==> config.mk <==
export PLATFORM = sky130hd
export DESIGN_NAME = tccw_ctrl
export DESIGN_NICKNAME = d
export VERILOG_FILES = /design/src/design/tccw_pkg.sv /design/src/design/tccw_ctrl.sv
export SDC_FILE = /design/constraint.sdc
export NUM_CORES = 1
export LEC_CHECK = 0
export BUFFER_PORTS_ARGS = -buffer_cell sky130_fd_sc_hd__buf_4
export CAP_MARGIN = 20
export CORE_AREA = 2 2 39 41
export CTS_CLUSTER_SIZE = 8
export DETAILED_ROUTE_END_ITERATION = 7
export DIE_AREA = 0 0 41 43
export PLACE_DENSITY = 0.67
export SLEW_MARGIN = 25
export SYNTH_ARGS = -nofsm -noshare
export SYNTH_HDL_FRONTEND = slang
export SYNTH_SLANG_ARGS = --single-unit
export TNS_END_PERCENT = 20
==> constraint.sdc <==
create_clock -name aclk -period 1.9 [get_ports aclk]
set_input_delay 0.38 -clock aclk [delete_from_list [all_inputs] [get_ports aclk]]
set_output_delay 0.38 -clock aclk [all_outputs]
set_load 0.01 [all_outputs]
==> src/design/tccw_pkg.sv <==
`default_nettype none
// ----------------------------------------------------------------------------
// Text console character writer package
// Geometry, field widths, character codes and the control and status bundles
// shared by the controller and the datapath.
// ----------------------------------------------------------------------------
package tccw_pkg;

    localparam int MAX_COLUMNS = 80;
    localparam int MAX_ROWS    = 25;
    localparam int STORE_DEPTH = MAX_COLUMNS * MAX_ROWS;

    localparam int ADDR_W     = 11;
    localparam int ROW_W      = 5;
    localparam int COL_W      = 7;
    localparam int CELL_W     = 16;
    localparam int CHAR_W     = 8;
    localparam int COLOR_W    = 8;
    localparam int CFG_IDX_W  = 2;
    localparam int CFG_DATA_W = 8;
    localparam int S_TDATA_W  = 24;
    localparam int M_TDATA_W  = 40;

    localparam logic [CFG_IDX_W-1:0] CFG_COLUMNS    = 2'd0;
    localparam logic [CFG_IDX_W-1:0] CFG_ROWS       = 2'd1;
    localparam logic [CFG_IDX_W-1:0] CFG_TEXT_COLOR = 2'd2;

    localparam logic [CHAR_W-1:0]  CH_BACKSPACE  = 8'h08;
    localparam logic [CHAR_W-1:0]  CH_NEWLINE    = 8'h0A;
    localparam logic [CHAR_W-1:0]  CH_BLANK      = 8'h20;
    localparam logic [COLOR_W-1:0] RESET_COLOR   = 8'h07;
    localparam logic [COL_W-1:0]   RESET_COLUMNS = 7'd80;
    localparam logic [ROW_W-1:0]   RESET_ROWS    = 5'd25;

    typedef struct packed {
        logic clear_wr;
        logic accept;
        logic exec;
        logic read_cap;
        logic cell_wr;
        logic scroll_start;
        logic scroll_rd;
        logic scroll_wr;
        logic scroll_blank;
        logic out_load;
    } tccw_cmd_t;

    typedef struct packed {
        logic clear_last;
        logic is_read;
        logic need_scroll;
        logic copy_more;
        logic blank_more;
        logic out_free;
    } tccw_status_t;

endpackage
`default_nettype wire

==> src/design/tccw_ctrl.sv <==
`default_nettype none
// ----------------------------------------------------------------------------
// Text console character writer controller
// Sequences the clearing pass, item decode, cell write or read capture, scroll
// copy and blanking, and result hand-off.
// ----------------------------------------------------------------------------
module tccw_ctrl (
    input  wire logic                   aclk,
    input  wire logic                   aresetn,
    input  wire logic                   s_tvalid,
    output logic                        s_tready,
    input  wire tccw_pkg::tccw_status_t status,
    output tccw_pkg::tccw_cmd_t         cmd
);
    import tccw_pkg::*;

    typedef enum logic [7:0] {
        ST_CLEAR   = 8'b0000_0001,
        ST_IDLE    = 8'b0000_0010,
        ST_EXEC    = 8'b0000_0100,
        ST_RD_WAIT = 8'b0000_1000,
        ST_WRITE   = 8'b0001_0000,
        ST_SCRL_RD = 8'b0010_0000,
        ST_SCRL_WR = 8'b0100_0000,
        ST_FINISH  = 8'b1000_0000
    } state_t;

    state_t state_reg, state_next;

    always_ff @(posedge aclk) begin
        if (!aresetn) begin
            state_reg <= ST_CLEAR;
        end else begin
            state_reg <= state_next;
        end
    end

    always_comb begin
        state_next = state_reg;
        cmd        = '0;
        s_tready   = 1'b0;
        case (state_reg)
            ST_CLEAR: begin
                cmd.clear_wr = 1'b1;
                if (status.clear_last) begin
                    state_next = ST_IDLE;
                end
            end
            ST_IDLE: begin
                s_tready = 1'b1;
                if (s_tvalid) begin
                    cmd.accept = 1'b1;
                    state_next = ST_EXEC;
                end
            end
            ST_EXEC: begin
                cmd.exec   = 1'b1;
                state_next = status.is_read ? ST_RD_WAIT : ST_WRITE;
            end
            ST_RD_WAIT: begin
                cmd.read_cap = 1'b1;
                state_next   = ST_FINISH;
            end
            ST_WRITE: begin
                cmd.cell_wr = 1'b1;
                if (status.need_scroll) begin
                    cmd.scroll_start = 1'b1;
                    state_next       = ST_SCRL_RD;
                end else begin
                    state_next = ST_FINISH;
                end
            end
            ST_SCRL_RD: begin
                if (status.copy_more) begin
                    cmd.scroll_rd = 1'b1;
                    state_next    = ST_SCRL_WR;
                end else if (status.blank_more) begin
                    cmd.scroll_blank = 1'b1;
                end else begin
                    state_next = ST_FINISH;
                end
            end
            ST_SCRL_WR: begin
                cmd.scroll_wr = 1'b1;
                state_next    = ST_SCRL_RD;
            end
            ST_FINISH: begin
                if (status.out_free) begin
                    cmd.out_load = 1'b1;
                    state_next   = ST_IDLE;
                end
            end
            default: begin
                state_next = ST_CLEAR;
            end
        endcase
    end

endmodule
`default_nettype wire

; ---- After elaboration in Yosys (flattened, before gate mapping)
; Cells that the tools add are included.
[word_totals]
reg_bits = 8
inputBits = 9
output_inout_bits = 11
wordCells = 38
[classes]
eq_ne = 12
mux = 24
n_reduce_logical = 1
[ops]
columns = op, n
row1 = 8-bit case mux with 8 select lines, 1
row2 = 8-bit 2-to-1 mux, 6
row3 = 1-bit 2-to-1 mux, 15
row4 = "8-bit by 1-bit equality test with 1-bit output, second input constant", 1
row5 = "8-bit by 2-bit equality test with 1-bit output, second input constant", 1
row6 = "8-bit by 3-bit equality test with 1-bit output, second input constant", 1
row7 = "8-bit by 4-bit equality test with 1-bit output, second input constant", 1
row8 = "8-bit by 5-bit equality test with 1-bit output, second input constant", 1
row9 = "8-bit by 6-bit equality test with 1-bit output, second input constant", 1
row10 = "8-bit by 7-bit equality test with 1-bit output, second input constant", 1
row11 = "8-bit equality test, second input constant", 1
row12 = "2-bit != test, second input constant", 3
row13 = 5-bit 2-to-1 mux, 1
row14 = 4-bit AND reduction, 1
row15 = "3-bit != test, second input constant", 1
row16 = 2-bit 2-to-1 mux, 1

; ---- Logic depth before layout (Yosys ltp)
; Gate-level depths: netlist of the first run.
[logic_depth]
word_depth = 3
ltp_mapped = 5
depth_no_buf = 4

; ---- Worst setup path before layout of the first run
; No wires, ideal clock.
[synth_path]
path_type = flip-flop to output port
from = register state_reg[3]
to = output port cmd[8] (netlist bit)
t_arrival_ps = 1694
t_required_ps = 1520
slack_ps = -174
path_stages_with_launch = 5
path_buffers = 0
cell_sequence = dfxtp_1 or4_4 or3_1 nor2_1 and2_1
[synth_rtl]
columns = item, line_no
row1 = from (decl), tccw_ctrl.sv:28  ; state_t state_reg, state_next;
row2 = from (signal assigned), tccw_ctrl.sv:34  ; state_reg <= state_next;
row3 = to (decl), tccw_ctrl.sv:13  ; output tccw_pkg::tccw_cmd_t cmd

==> flow_summary.html, run 1 <==
<table>
<tr><th>Metric</th><th>Value</th></tr>
<tr><th colspan="2">Route</th></tr>
<tr><td>Antenna Violating Nets Remaining</td><td>0</td></tr>
<tr><td>Detailed-route DRC error count</td><td>0</td></tr>
<tr><td>Vias post-DR</td><td>668</td></tr>
<tr><td>Overall routed net length</td><td>1720 um</td></tr>
<tr><td>Wire length per cell</td><td>14.3 um</td></tr>
<tr><td>Detail-routed via count per cell</td><td>approximately 5.6</td></tr>
<tr><td>Initial DRT Pass Iterations</td><td>4</td></tr>
<tr><td>Initial drt markers</td><td>28</td></tr>
<tr><th colspan="2">GRT</th></tr>
<tr><td>Pin count of the biggest net entering global routing</td><td>11</td></tr>
<tr><td>Final global-route overflow total</td><td>0</td></tr>
<tr><td>Via count of the first global-routing pass</td><td>614</td></tr>
<tr><td>First-pass GRT wire length</td><td>about 2800 um</td></tr>
<tr><td>Total global routing track utilization</td><td>0.232</td></tr>
<tr><td>Number of antenna violations at the first check in global routing</td><td>0</td></tr>
<tr><th colspan="2">Clock network</th></tr>
<tr><td>Clock H-tree levels</td><td>1</td></tr>
<tr><td>Clock buffer count from CTS</td><td>3</td></tr>
<tr><td>Clock Tree Buf Depth</td><td>2</td></tr>
<tr><td>Skew-Pair Late Insertion Delay</td><td>0.26 ns</td></tr>
<tr><td>Number of sinks handled by clock tree synthesis</td><td>8</td></tr>
<tr><td>CTS root buffer</td><td>clkbuf_4</td></tr>
<tr><td>Clock transition at the registers of the reported paths</td><td>0.06 ns</td></tr>
<tr><td>TritonCTS clock tree</td><td>built</td></tr>
<tr><th colspan="2">Yosys</th></tr>
<tr><td>Number of distinct standard cells referenced by the synthesized netlist</td><td>29</td></tr>
<tr><td>Nets in the synthesized netlist</td><td>75</td></tr>
<tr><td>Share of synthesized registers carrying an async set or reset</td><td>0</td></tr>
<tr><td>Count of synthesis-stage warnings from yosys</td><td>0</td></tr>
<tr><td>Mean post-synth cell area</td><td>7.79 um^2</td></tr>
<tr><td>Part of the Yosys area used for sequential elements</td><td>0.311</td></tr>
<tr><td>Fraction of synthesized cell area taken by the top area cell type</td><td>0.311</td></tr>
<tr><td>Biggest area consumer among synthesized cells</td><td>dfxtp_1</td></tr>
<tr><td>Most common cell in the synthesized netlist</td><td>dfxtp_1</td></tr>
<tr><td>Synthesis-stage register bit count</td><td>8</td></tr>
<tr><td>Commonest cells in the synthesized netlist</td><td>8 x dfxtp_1, 7 x inv_1, 7 x nor4_1</td></tr>
<tr><td>Area of the mapped netlist</td><td>514 um^2</td></tr>
<tr><td>Number of instances in the synthesized netlist</td><td>66</td></tr>
<tr><td>Number of flops mapped to enable cells by yosys</td><td>0</td></tr>
<tr><td>Area contributors post-synth</td><td>dfxtp_1 31%, nor4_1 8.5%, nand2b_1 6.1%</td></tr>
<tr><td>Main flop type after synthesis</td><td>dfxtp_1</td></tr>
<tr><th colspan="2">Floorplan</th></tr>
<tr><td>Core Region</td><td>1380 um^2</td></tr>
<tr><td># rows</td><td>14</td></tr>
<tr><td>X dimension of the die</td><td>41 um</td></tr>
<tr><td>Count of pins on the block boundary</td><td>20</td></tr>
<tr><td>Chip height</td><td>43 um</td></tr>
<tr><td>Die outline area</td><td>1760 um^2</td></tr>
<tr><td>Initial Util</td><td>0.372</td></tr>
<tr><th colspan="2">Critical path</th></tr>
<tr><td>Endpoint arrival time on the critical path</td><td>1.88 ns</td></tr>
<tr><td>Worst setup path end</td><td>cmd[3]</td></tr>
<tr><td>Setup slack, reg-to-reg</td><td>-0.07 ns</td></tr>
<tr><td>Crit path required time</td><td>1.52 ns</td></tr>
<tr><td>Critical path launch point type</td><td>register</td></tr>
<tr><td>Crit-path max cell delay</td><td>between 0.5 and 0.6 ns</td></tr>
<tr><td>Worst Path Class, Setup</td><td>register to primary output</td></tr>
<tr><td>Critical-path maximum fanout</td><td>4</td></tr>
<tr><td>Type of destination of the critical path</td><td>primary output</td></tr>
<tr><td>Worst reg2reg path startpoint</td><td>state_reg[3]$_SDFFE_PN0P_</td></tr>
<tr><td>Cell repeated most along the worst path</td><td>or4_4</td></tr>
<tr><td>Startpoint of the worst setup timing path</td><td>state_reg[3]$_SDFFE_PN0P_</td></tr>
<tr><td>Depth of the worst register-to-register path</td><td>5</td></tr>
<tr><td>Standard cell with the maximum stage delay on the critical path</td><td>or4_4</td></tr>
<tr><td>Reg-to-reg endpoint</td><td>state_reg[0]$_SDFFE_PN1P_</td></tr>
<tr><td>Cell Chain, Critical Path</td><td>or4_4 &gt; or4_4 &gt; nor2_4 &gt; buf_4</td></tr>
<tr><th colspan="2">Hold path</th></tr>
<tr><td>Number of cells on the worst hold path</td><td>2</td></tr>
<tr><td>Path class of the lowest-slack min-delay path</td><td>input port to register</td></tr>
<tr><th colspan="2">Timing</th></tr>
<tr><td>Count of endpoints failing hold in the final timing report</td><td>0</td></tr>
<tr><td>Setup Total Neg Slack</td><td>-2.49 ns</td></tr>
<tr><td>Setup Viol. Count Final</td><td>12</td></tr>
<tr><td>Worst hold slack across all endpoints</td><td>0.291 ns</td></tr>
<tr><td>Maximum operating frequency</td><td>442 MHz</td></tr>
<tr><td>Actual slew at the worst max-slew pin</td><td>roughly 0.31 ns</td></tr>
<tr><td>Final clock skew</td><td>0.00527 ns</td></tr>
<tr><td>Least setup slack across all paths after layout</td><td>-0.364 ns</td></tr>
<tr><td>Max-slew headroom at the worst pin</td><td>0.792</td></tr>
<tr><td>Setup repair after global routing missed its margin</td><td>yes</td></tr>
<tr><td>Share of the clock period used by the worst path</td><td>1.19</td></tr>
<tr><td>Clock period minus final worst setup slack</td><td>2.26 ns</td></tr>
<tr><td>Final Max Tran Viols</td><td>0</td></tr>
<tr><th colspan="2">Layout</th></tr>
<tr><td>Max reg flops</td><td>8</td></tr>
<tr><td>Antenna diodes</td><td>0</td></tr>
<tr><td>Total number of nets in the final design</td><td>~120</td></tr>
<tr><td>Summed area of non-filler cells in the final layout</td><td>931 um^2</td></tr>
<tr><td>Share of post-route cells with drive strength above 1</td><td>0.587</td></tr>
<tr><td>Signed area change from the synthesized netlist to the final layout</td><td>81.0%</td></tr>
<tr><th colspan="2">Power and ir drop</th></tr>
<tr><td>Static power due to leakage</td><td>0.406 nW</td></tr>
<tr><td>Total Power Consumption</td><td>0.000484 W</td></tr>
<tr><td>Worst vdd rail ir drop</td><td>0.438 mV</td></tr>
<tr><td>Power per cell area</td><td>520 nW/um^2</td></tr>
<tr><th colspan="2">Status</th></tr>
<tr><td>Violated checks</td><td>setup timing</td></tr>
<tr><td>Outcome</td><td>finished with violations</td></tr>
<tr><th colspan="2">Place</th></tr>
<tr><td>Count of port buffers added during placement</td><td>19</td></tr>
<tr><td>Placed inst area</td><td>825 um^2</td></tr>
<tr><td>GPL Wtd Cong</td><td>0.788</td></tr>
<tr><td>Detailed placement HPWL</td><td>1220 um</td></tr>
<tr><th colspan="2">Job</th></tr>
<tr><td>Number of maximum-capacitance violations</td><td>0</td></tr>
</table>
## repair_timing
item | 4_1_cts | 5_1_grt
setup endpoints to repair | 12 | 16
hold buffers | 0 | 0
pin swaps | 0 | 4
setup buffers | 0 | 0
gates resized for setup | 6 | 10
gates cloned | 0 | 0
## cells in the final DEF (no fill, tap or decap), drive strengths merged
cell type / n
or3b: 1
buf: 37
xnor2: 1
or2: 1
nand2b: 5
a21oi: 1
nor2: 6
a221oi: 1
a31o: 1
o211ai: 1
nor3: 3
o21ai: 3
o31a: 1
nor4b: 1
o211a: 1
nor4: 7
and2: 1
or4: 4
o31ai: 2
nand2: 2
inv: 7
or3: 2
o22a: 1
and3: 2
dfxtp: 8
or4b: 1
clkbuf: 3
## stage by stage
step / worst slack, ns / util / cells
2_1_floorplan: -0.0115 / - / 66
3_3_place_gp: -0.0381 / 0.596 / 117
3_5_place_dp: -0.0647 / 0.596 / 117
4_1_cts: -0.340 / 0.637 / 120
5_1_grt: -0.398 / 0.673 / 120
6_report: -0.364 / 0.673 / 120
## power breakdown
group / switching, W / total, W / internal [W]
registers: 0.00000369 / 0.000181 / 0.000177
logic: 0.0000856 / 0.000167 / 0.0000810
clock network: 0.0000637 / 0.000136 / 0.0000727
## cell type report
| type | instances | area [um^2] |
|---|---|---|
| timing repair buffer | 37 | 282 |
| clock buffer | 3 | 22.5 |
| sequential | 8 | 160 |
| fill | 110 | 453 |
| multi-input combinational | 49 | 420 |
| tap | 16 | 20.0 |
| inverter | 7 | 26.3 |
## worst min-delay path by stage
stage                    from                         to
floorplan           status[4]  state_reg[4]$_SDFFE_PN0P_
global placement    status[4]  state_reg[4]$_SDFFE_PN0P_
detailed placement  status[4]  state_reg[4]$_SDFFE_PN0P_
CTS                 status[4]  state_reg[4]$_SDFFE_PN0P_
global route        status[4]  state_reg[4]$_SDFFE_PN0P_
finish              status[4]  state_reg[4]$_SDFFE_PN0P_
## layer usage
layer | part of all wire | track usage | up-vias
met4 | 0.021 | 0.100 | 0
met2 | 0.51 | 0.344 | 28
li1 | - | - | 324
met1 | 0.43 | 0.321 | 312
met3 | 0.044 | 0.0314 | 4
met5 | 0 | 0 | -
## critical path: cells and delay by family, from the launching register on
family	cells	cell delay (ns)
simple gates	3	1.20
buf+inv	1	0.12
flops	1	0.31
## logic make-up (layout without fill, tap and decap cells)
logic type	after synthesis	after routing	share of synthesized area
XOR/XNOR	1	1	0.0170
buffers and inverters	9	47	0.0681
flip-flops	8	8	0.311
AND/OR/NAND/NOR	36	36	0.433
AO/OA/AOI/OAI	12	12	0.170
(Power assumes the default switching activity.)
==> inputs of run 2 (changes only) <==
CELL_PAD_IN_SITES_DETAIL_PLACEMENT = 1   (was default)
CELL_PAD_IN_SITES_GLOBAL_PLACEMENT = 1   (was default)
CORE_AREA = default   (was 2 2 39 41)
CORE_MARGIN = 2   (was default)
CORE_UTILIZATION = 28   (was default)
DIE_AREA = default   (was 0 0 41 43)
PLACE_DENSITY = 0.69   (was 0.67)
==> run 2 against run 1 <==
Effect of this change: the flow still finishes with violations (setup timing); non-clock buffer count grew 3; largest cell class unchanged; utilization decreased by 11 points; highest routed layer unchanged; critical path type unchanged; register-to-register slack got worse by 0.08 ns.
==> flow_summary.html, run 2 (same netlist as run 1, synthesis figures left out) <==
<table>
<tr><th>Metric</th><th>Value</th></tr>
<tr><th colspan="2">Route</th></tr>
<tr><td>Wire length per cell</td><td>15.0 um (+4.3%)</td></tr>
<tr><td>Sum of met2 wire segment lengths after detailed routing</td><td>979 um (+12%)</td></tr>
<tr><td>Detailed-route DRC error count</td><td>0 (unchanged)</td></tr>
<tr><td>Overall routed net length</td><td>1970 um (+15%)</td></tr>
<tr><td>Highest routed layer</td><td>met4</td></tr>
<tr><td>Initial drt markers</td><td>3 (-89%)</td></tr>
<tr><td>Detail-routed via count per cell</td><td>5.06 (-9.1%)</td></tr>
<tr><td>Wl on met1</td><td>845 um (+15%)</td></tr>
<tr><td>Vias post-DR</td><td>668 (unchanged)</td></tr>
<tr><td>Antenna Violating Nets Remaining</td><td>0 (unchanged)</td></tr>
<tr><td>Initial DRT Pass Iterations</td><td>4 (unchanged)</td></tr>
<tr><td>Met3 wire length</td><td>89 um (+19%)</td></tr>
<tr><th colspan="2">Timing</th></tr>
<tr><td>Final Max Tran Viols</td><td>0 (unchanged)</td></tr>
<tr><td>Maximum operating frequency</td><td>444 MHz (+0.60%)</td></tr>
<tr><td>Count of endpoints failing hold in the final timing report</td><td>0 (unchanged)</td></tr>
<tr><td>Final clock skew</td><td>0.000643 ns (-0.00463 ns)</td></tr>
<tr><td>Actual slew at the worst max-slew pin</td><td>0.305 ns (-0.00472 ns)</td></tr>
<tr><td>Least setup slack across all paths after layout</td><td>-0.350 ns (+0.0134 ns)</td></tr>
<tr><td>Max-slew headroom at the worst pin</td><td>0.795 (+0.00336)</td></tr>
<tr><td>Share of the clock period used by the worst path</td><td>1.18 (-0.00705)</td></tr>
<tr><td>Clock period minus final worst setup slack</td><td>2.25 ns (-0.0134 ns)</td></tr>
<tr><td>Setup Viol. Count Final</td><td>14 (+2)</td></tr>
<tr><td>Setup repair after global routing missed its margin</td><td>yes</td></tr>
<tr><td>Setup Total Neg Slack</td><td>-2.95 ns (-0.464 ns)</td></tr>
<tr><th colspan="2">Power and ir drop</th></tr>
<tr><td>Clk network pwr share</td><td>0.274 (-0.008)</td></tr>
<tr><td>Power per cell area</td><td>492 nW/um^2 (-5.4%)</td></tr>
<tr><td>Switching portion of total power</td><td>0.312 (-0.00400)</td></tr>
<tr><td>Net switching component of the power</td><td>0.000150 W (-1.8%)</td></tr>
<tr><td>Worst vdd rail ir drop</td><td>0.410 mV (-6.3%)</td></tr>
<tr><td>Total Power Consumption</td><td>0.000481 W (-0.54%)</td></tr>
<tr><td>Comb pwr share</td><td>0.349 (+0.004)</td></tr>
<tr><td>Int Pwr</td><td>0.000331 W (about the same)</td></tr>
<tr><td>Fraction of power consumed by sequential logic</td><td>0.377 (+0.004)</td></tr>
<tr><td>Static power due to leakage</td><td>0.431 nW (+6.3%)</td></tr>
<tr><th colspan="2">Clock network</th></tr>
<tr><td>Clock transition at the registers of the reported paths</td><td>0.05 ns (about the same)</td></tr>
<tr><td>TritonCTS clock tree</td><td>built</td></tr>
<tr><td>Clock H-tree levels</td><td>1 (unchanged)</td></tr>
<tr><td>Number of sinks handled by clock tree synthesis</td><td>8 (unchanged)</td></tr>
<tr><td>Skew-Pair Late Insertion Delay</td><td>0.25 ns (about the same)</td></tr>
<tr><td>CTS root buffer</td><td>clkbuf_4</td></tr>
<tr><td>Clock Tree Buf Depth</td><td>2 (unchanged)</td></tr>
<tr><td>Clock buffer count from CTS</td><td>3 (unchanged)</td></tr>
<tr><th colspan="2">Floorplan</th></tr>
<tr><td>X dimension of the die</td><td>46.9 um (+14%)</td></tr>
<tr><td>Chip height</td><td>46.9 um (+9.0%)</td></tr>
<tr><td>Core Region</td><td>1730 um^2 (+25%)</td></tr>
<tr><td>Initial Util</td><td>0.298 (-0.0738)</td></tr>
<tr><td>Count of pins on the block boundary</td><td>20 (unchanged)</td></tr>
<tr><td>Die outline area</td><td>2200 um^2 (+25%)</td></tr>
<tr><td># rows</td><td>15 (+1)</td></tr>
<tr><th colspan="2">Place</th></tr>
<tr><td>Detailed placement HPWL</td><td>1510 um (+23%)</td></tr>
<tr><td>GPL Wtd Cong</td><td>0.725 (-8.0%)</td></tr>
<tr><td>Count of port buffers added during placement</td><td>19 (unchanged)</td></tr>
<tr><th colspan="2">Critical path</th></tr>
<tr><td>Standard cell with the maximum stage delay on the critical path</td><td>or4_4</td></tr>
<tr><td>Crit path required time</td><td>1.52 ns (about the same)</td></tr>
<tr><td>Type of destination of the critical path</td><td>primary output</td></tr>
<tr><td>Crit-path max cell delay</td><td>0.57 ns (+0.02 ns)</td></tr>
<tr><td>Endpoint arrival time on the critical path</td><td>1.87 ns (about the same)</td></tr>
<tr><td>Worst Path Class, Setup</td><td>register to primary output</td></tr>
<tr><td>Critical path launch point type</td><td>register</td></tr>
<tr><td>Critical-path maximum fanout</td><td>4 (unchanged)</td></tr>
<tr><td>Cell Chain, Critical Path</td><td>or4_4 &gt; or4b_4 &gt; inv_2 &gt; buf_6</td></tr>
<tr><th colspan="2">GRT</th></tr>
<tr><td>Number of antenna violations at the first check in global routing</td><td>0 (unchanged)</td></tr>
<tr><td>Total global routing track utilization</td><td>0.209 (-0.0225)</td></tr>
<tr><td>First-pass GRT wire length</td><td>2970 um (+7.5%)</td></tr>
<tr><td>Final global-route overflow total</td><td>0 (unchanged)</td></tr>
<tr><td>Pin count of the biggest net entering global routing</td><td>11 (unchanged)</td></tr>
<tr><td>Via count of the first global-routing pass</td><td>650 (+5.9%)</td></tr>
<tr><th colspan="2">Layout</th></tr>
<tr><td>Total of fill cells in the finished design</td><td>210 (+91%)</td></tr>
<tr><td>Total number of nets in the final design</td><td>118 (+2.6%)</td></tr>
<tr><td>Most frequent cells in the layout</td><td>36 x buf_4, 6 x inv_1, 6 x dfxtp_1</td></tr>
<tr><td>Max reg flops</td><td>8 (unchanged)</td></tr>
<tr><td>Signed area change from the synthesized netlist to the final layout</td><td>90.3%</td></tr>
<tr><td>Most common library cell in the layout ignoring fill and taps</td><td>buf_4</td></tr>
<tr><td>Antenna diodes</td><td>0 (unchanged)</td></tr>
<tr><td>Share of post-route cells with drive strength above 1</td><td>0.626 (+0.0396)</td></tr>
<tr><th colspan="2">Status</th></tr>
<tr><td>Violated checks</td><td>setup timing</td></tr>
<tr><td>Outcome</td><td>finished with violations</td></tr>
<tr><th colspan="2">Job</th></tr>
<tr><td>Number of maximum-capacitance violations</td><td>0 (unchanged)</td></tr>
<tr><th colspan="2">Hold path</th></tr>
<tr><td>Path class of the lowest-slack min-delay path</td><td>input port to register</td></tr>
</table>
run 2: through the flow:
step           cell area (um^2)  worst slack, ns   util  hold slack (ns)  std cells
2_1_floorplan               536          -0.0115      -            0.458         66
3_3_place_gp                851          -0.0587  0.493            0.555        128
3_5_place_dp                851          -0.0784  0.493            0.562        128
4_1_cts                     938           -0.354  0.543            0.286        132
5_1_grt                     978           -0.385  0.567            0.282        132
6_report                    978           -0.350  0.567            0.284        132
run 2: layout make-up:
cell class                 count  area (um^2)  share of cell area
inverter                       7         26.3              0.0269
sequential                     8          163               0.166
multi-input combinational     49          420               0.430
clock buffer                   3         22.5              0.0230
tap                           25         31.3              0.0320
timing repair buffer          40          315               0.322
run 2: critical path: cells and delay by family (launching register included):
| family | cells | cell delay (ns) |
|---|---|---|
| and+or+nand+nor | 2 | 1.14 |
| DFF | 1 | 0.32 |
| buffers and inverters | 2 | 0.16 |
run 2: path summary, 6_finish.rpt:
kind	cells after the start	slack, ns	start	to
worst max-delay path	4	-0.35	state_reg[4]$_SDFFE_PN0P_	cmd[7]
worst min-delay path	2	0.28	status[4]	state_reg[4]$_SDFFE_PN0P_
worst min register to register	4	0.73	state_reg[1]$_SDFFE_PN0P_	state_reg[0]$_SDFFE_PN1P_
worst max register to register	5	-0.15	state_reg[4]$_SDFFE_PN0P_	state_reg[0]$_SDFFE_PN1P_
run 2: power by group through the flow:
stage	clock network, W	registers [W]	logic (W)
after CTS	0.000137	0.000182	0.000157
after global placement	0	0.000185	0.000143
final	0.000132	0.000182	0.000168
after floorplan	0	0.000189	0.0000764
after detailed placement	0	0.000185	0.000146
after global routing	0.000144	0.000183	0.000182
run 2: timing repair:
item                       in CTS  in global routing
hold buffers                    0                  0
setup endpoints to repair      15                 16
gates resized for setup        13                  8
setup buffers                   1                  0
pin swaps                       2                  6
run 2: layer usage:
layer / up-vias / global-route usage
met5: - / 0
met4: 0 / 0.150
met3: 4 / 0.0500
met2: 20 / 0.337
met1: 312 / 0.241
li1: 332 / -
==> inputs of run 3 (changes only) <==
CORE_MARGIN = 3   (was 2)
CTS_CLUSTER_DIAMETER = 150   (was default)
SKIP_LAST_GASP = 1   (was default)
==> run 3 against run 2 <==
Effect of this change: sequential share of layout area increased by 2.0 points; first-iteration DRC count rose to 3.0 times the previous value; fmax is 0.36% higher; the flow still finishes with violations (setup timing); final area shrank 11%; critical path type unchanged; register-to-register slack better by 0.10 ns; highest routed layer unchanged; largest power group unchanged.
==> flow_summary.html, run 3 (same netlist as run 1, synthesis figures left out) <==
<table>
<tr><th>Metric</th><th>Value</th></tr>
<tr><th colspan="2">Status</th></tr>
<tr><td>Outcome</td><td>finished with violations</td></tr>
<tr><td>Violated checks</td><td>setup timing</td></tr>
<tr><th colspan="2">Timing</th></tr>
<tr><td>Least setup slack across all paths after layout</td><td>-0.342 ns (+0.00814 ns)</td></tr>
<tr><td>Worst hold slack across all endpoints</td><td>0.299 ns (+0.0147 ns)</td></tr>
<tr><td>Actual slew at the worst max-slew pin</td><td>0.346 ns (+0.0413 ns)</td></tr>
<tr><td>Final clock skew</td><td>0.00217 ns (+0.00153 ns)</td></tr>
<tr><td>Setup Total Neg Slack</td><td>-3.04 ns (-0.0944 ns)</td></tr>
<tr><td>Setup Viol. Count Final</td><td>12 (-2)</td></tr>
<tr><td>Setup repair after global routing missed its margin</td><td>yes</td></tr>
<tr><td>Count of endpoints failing hold in the final timing report</td><td>0 (unchanged)</td></tr>
<tr><td>Maximum operating frequency</td><td>446 MHz (+0.36%)</td></tr>
<tr><td>Share of the clock period used by the worst path</td><td>1.18 (-0.00429)</td></tr>
<tr><td>Clock period minus final worst setup slack</td><td>2.24 ns (-0.00814 ns)</td></tr>
<tr><td>Final Max Tran Viols</td><td>0 (unchanged)</td></tr>
<tr><td>Max-slew headroom at the worst pin</td><td>0.767 (-0.0280)</td></tr>
<tr><th colspan="2">Hold path</th></tr>
<tr><td>Path class of the lowest-slack min-delay path</td><td>input port to register</td></tr>
<tr><th colspan="2">Clock network</th></tr>
<tr><td>Clock buffer count from CTS</td><td>3 (unchanged)</td></tr>
<tr><td>Clock H-tree levels</td><td>1 (unchanged)</td></tr>
<tr><td>CTS root buffer</td><td>clkbuf_4</td></tr>
<tr><td>Count of hold buffers inserted by post-cts repair</td><td>0 (unchanged)</td></tr>
<tr><td>Skew-Pair Late Insertion Delay</td><td>0.25 ns (about the same)</td></tr>
<tr><td>Clock transition at the registers of the reported paths</td><td>0.06 ns (about the same)</td></tr>
<tr><td>Clock Tree Buf Depth</td><td>2 (unchanged)</td></tr>
<tr><td>Number of sinks handled by clock tree synthesis</td><td>8 (unchanged)</td></tr>
<tr><td>TritonCTS clock tree</td><td>built</td></tr>
<tr><th colspan="2">Critical path</th></tr>
<tr><td>Endpoint arrival time on the critical path</td><td>1.86 ns (about the same)</td></tr>
<tr><td>Buf+Inv Stages, Crit Path</td><td>3 (+1)</td></tr>
<tr><td>Standard cell with the maximum stage delay on the critical path</td><td>or4_1</td></tr>
<tr><td>Type of destination of the critical path</td><td>primary output</td></tr>
<tr><td>Worst setup path end</td><td>cmd[0]</td></tr>
<tr><td>Setup slack, reg-to-reg</td><td>-0.05 ns (+0.10 ns)</td></tr>
<tr><td>Depth of the worst register-to-register path</td><td>5 (unchanged)</td></tr>
<tr><td>Delay-heaviest family, CP</td><td>simple AND/OR/NAND/NOR gates</td></tr>
<tr><td>Startpoint of the worst setup timing path</td><td>state_reg[3]$_SDFFE_PN0P_</td></tr>
<tr><td>Crit-path max cell delay</td><td>0.57 ns (about the same)</td></tr>
<tr><td>Cell Chain, Critical Path</td><td>buf_4 &gt; or4_1 &gt; buf_4 &gt; nor4_1 &gt; buf_4</td></tr>
<tr><td>Reg-to-reg endpoint</td><td>state_reg[0]$_SDFFE_PN1P_</td></tr>
<tr><td>Count of cell instances traversed by the critical path</td><td>5 (+1)</td></tr>
<tr><td>Cell repeated most along the worst path</td><td>buf_4</td></tr>
<tr><td>Crit path required time</td><td>1.52 ns (about the same)</td></tr>
<tr><td>Worst reg2reg path startpoint</td><td>state_reg[3]$_SDFFE_PN0P_</td></tr>
<tr><td>Critical path launch point type</td><td>register</td></tr>
<tr><td>Worst Path Class, Setup</td><td>register to primary output</td></tr>
<tr><td>Critical-path maximum fanout</td><td>4 (unchanged)</td></tr>
<tr><th colspan="2">Layout</th></tr>
<tr><td>Share of post-route cells with drive strength above 1</td><td>0.500 (-0.126)</td></tr>
<tr><td>Most common library cell in the layout ignoring fill and taps</td><td>buf_4</td></tr>
<tr><td>Total number of nets in the final design</td><td>115 (-2.5%)</td></tr>
<tr><td>Antenna diodes</td><td>0 (unchanged)</td></tr>
<tr><td>Multi-input gate area</td><td>347 um^2 (-18%)</td></tr>
<tr><td>Max reg flops</td><td>8 (unchanged)</td></tr>
<tr><td>Sequential cell area</td><td>161 um^2 (-0.77%)</td></tr>
<tr><td>Most frequent cells in the layout</td><td>36 x buf_4, 7 x dfxtp_1, 6 x inv_1, 6 x nor4_1, 5 x nand2b_1</td></tr>
<tr><td>Signed area change from the synthesized netlist to the final layout</td><td>68.9%</td></tr>
<tr><td>Non-filler instance count after layout</td><td>128 (-3.0%)</td></tr>
<tr><td>Total of fill cells in the finished design</td><td>205 (-2.4%)</td></tr>
<tr><td>Summed area of non-filler cells in the final layout</td><td>868 um^2 (-11%)</td></tr>
<tr><th colspan="2">Place</th></tr>
<tr><td>GPL Wtd Cong</td><td>0.781 (+7.8%)</td></tr>
<tr><td>Detailed placement HPWL</td><td>1490 um (-1.5%)</td></tr>
<tr><td>Placed inst area</td><td>835 um^2 (-1.9%)</td></tr>
<tr><td>Cell total after placement</td><td>125 (-2.3%)</td></tr>
<tr><td>Count of port buffers added during placement</td><td>19 (unchanged)</td></tr>
<tr><th colspan="2">Floorplan</th></tr>
<tr><td>Initial Util</td><td>0.319 (+0.0213)</td></tr>
<tr><td># rows</td><td>14 (-1)</td></tr>
<tr><td>Core Region</td><td>1610 um^2 (-6.7%)</td></tr>
<tr><td>X dimension of the die</td><td>48.9 um (+4.3%)</td></tr>
<tr><td>Die outline area</td><td>2390 um^2 (+8.7%)</td></tr>
<tr><td>Count of pins on the block boundary</td><td>20 (unchanged)</td></tr>
<tr><td>Chip height</td><td>48.9 um (+4.3%)</td></tr>
<tr><th colspan="2">GRT</th></tr>
<tr><td>Final global-route overflow total</td><td>0 (unchanged)</td></tr>
<tr><td>First-pass GRT wire length</td><td>3100 um (+4.2%)</td></tr>
<tr><td>Total global routing track utilization</td><td>0.163 (-0.0463)</td></tr>
<tr><td>Number of antenna violations at the first check in global routing</td><td>0 (unchanged)</td></tr>
<tr><td>Via count of the first global-routing pass</td><td>687 (+5.7%)</td></tr>
<tr><td>Pin count of the biggest net entering global routing</td><td>11 (unchanged)</td></tr>
<tr><th colspan="2">Power and ir drop</th></tr>
<tr><td>Static power due to leakage</td><td>0.405 nW (-6.1%)</td></tr>
<tr><td>Total Power Consumption</td><td>0.000457 W (-4.9%)</td></tr>
<tr><td>Power per cell area</td><td>527 nW/um^2 (+7.1%)</td></tr>
<tr><td>Worst vdd rail ir drop</td><td>0.260 mV (-37%)</td></tr>
<tr><th colspan="2">Route</th></tr>
<tr><td>Antenna Violating Nets Remaining</td><td>0 (unchanged)</td></tr>
<tr><td>Detail-routed via count per cell</td><td>5.09 (+0.65%)</td></tr>
<tr><td>Detailed-route DRC error count</td><td>0 (unchanged)</td></tr>
<tr><td>Initial drt markers</td><td>9 (+6)</td></tr>
<tr><td>Vias post-DR</td><td>652 (-2.4%)</td></tr>
<tr><td>Wire length per cell</td><td>14.1 um (-6.0%)</td></tr>
<tr><td>Initial DRT Pass Iterations</td><td>4 (unchanged)</td></tr>
<tr><td>Overall routed net length</td><td>1800 um (-8.9%)</td></tr>
<tr><th colspan="2">Job</th></tr>
<tr><td>Number of maximum-capacitance violations</td><td>0 (unchanged)</td></tr>
</table>
[run 3: worst min path at each step]
stage | to | from | depth (start not counted) | slack [ns]
after global routing | state_reg[4]$_SDFFE_PN0P_ | status[4] | 2 | 0.30
after detailed placement | state_reg[4]$_SDFFE_PN0P_ | status[4] | 2 | 0.56
after global placement | state_reg[4]$_SDFFE_PN0P_ | status[4] | 2 | 0.56
final | state_reg[4]$_SDFFE_PN0P_ | status[4] | 2 | 0.30
after floorplan | state_reg[4]$_SDFFE_PN0P_ | status[4] | 1 | 0.46
after CTS | state_reg[4]$_SDFFE_PN0P_ | status[4] | 2 | 0.30
[run 3: stage by stage]
step / setup WS (ns) / utilization
after floorplan: -0.0115 / -
after global placement: -0.0418 / 0.518
after detailed placement: -0.0719 / 0.518
after CTS: -0.340 / 0.532
after global routing: -0.407 / 0.539
final: -0.342 / 0.539
[run 3: layer usage]
| layer | global-route usage | share of wire |
|---|---|---|
| met2 | 0.290 | 0.50 |
| met4 | 0.0711 | 0.0067 |
| met1 | 0.184 | 0.44 |
| met5 | 0 | 0 |
| met3 | 0.0367 | 0.053 |
[run 3: repair_timing]
item / 4_1_cts / 5_1_grt
buffers inserted: 0 / 0
resized for setup: 0 / 4
endpoints found under the setup margin: 12 / 15
[run 3: cell type report]
class                      count  area share
multi-input combinational     49       0.399
tap                           24      0.0346
inverter                       7      0.0303
timing repair buffer          37       0.324
sequential                     8       0.186
clock buffer                   3      0.0259
[run 3: where the power goes]
group | total [W] | leakage, nW | internal (W) | switching [W]
Clock | 0.000131 | 0.0138 | 0.0000724 | 0.0000589
Sequential | 0.000182 | 0.0655 | 0.000177 | 0.00000476
Combinational | 0.000144 | 0.326 | 0.0000728 | 0.0000715
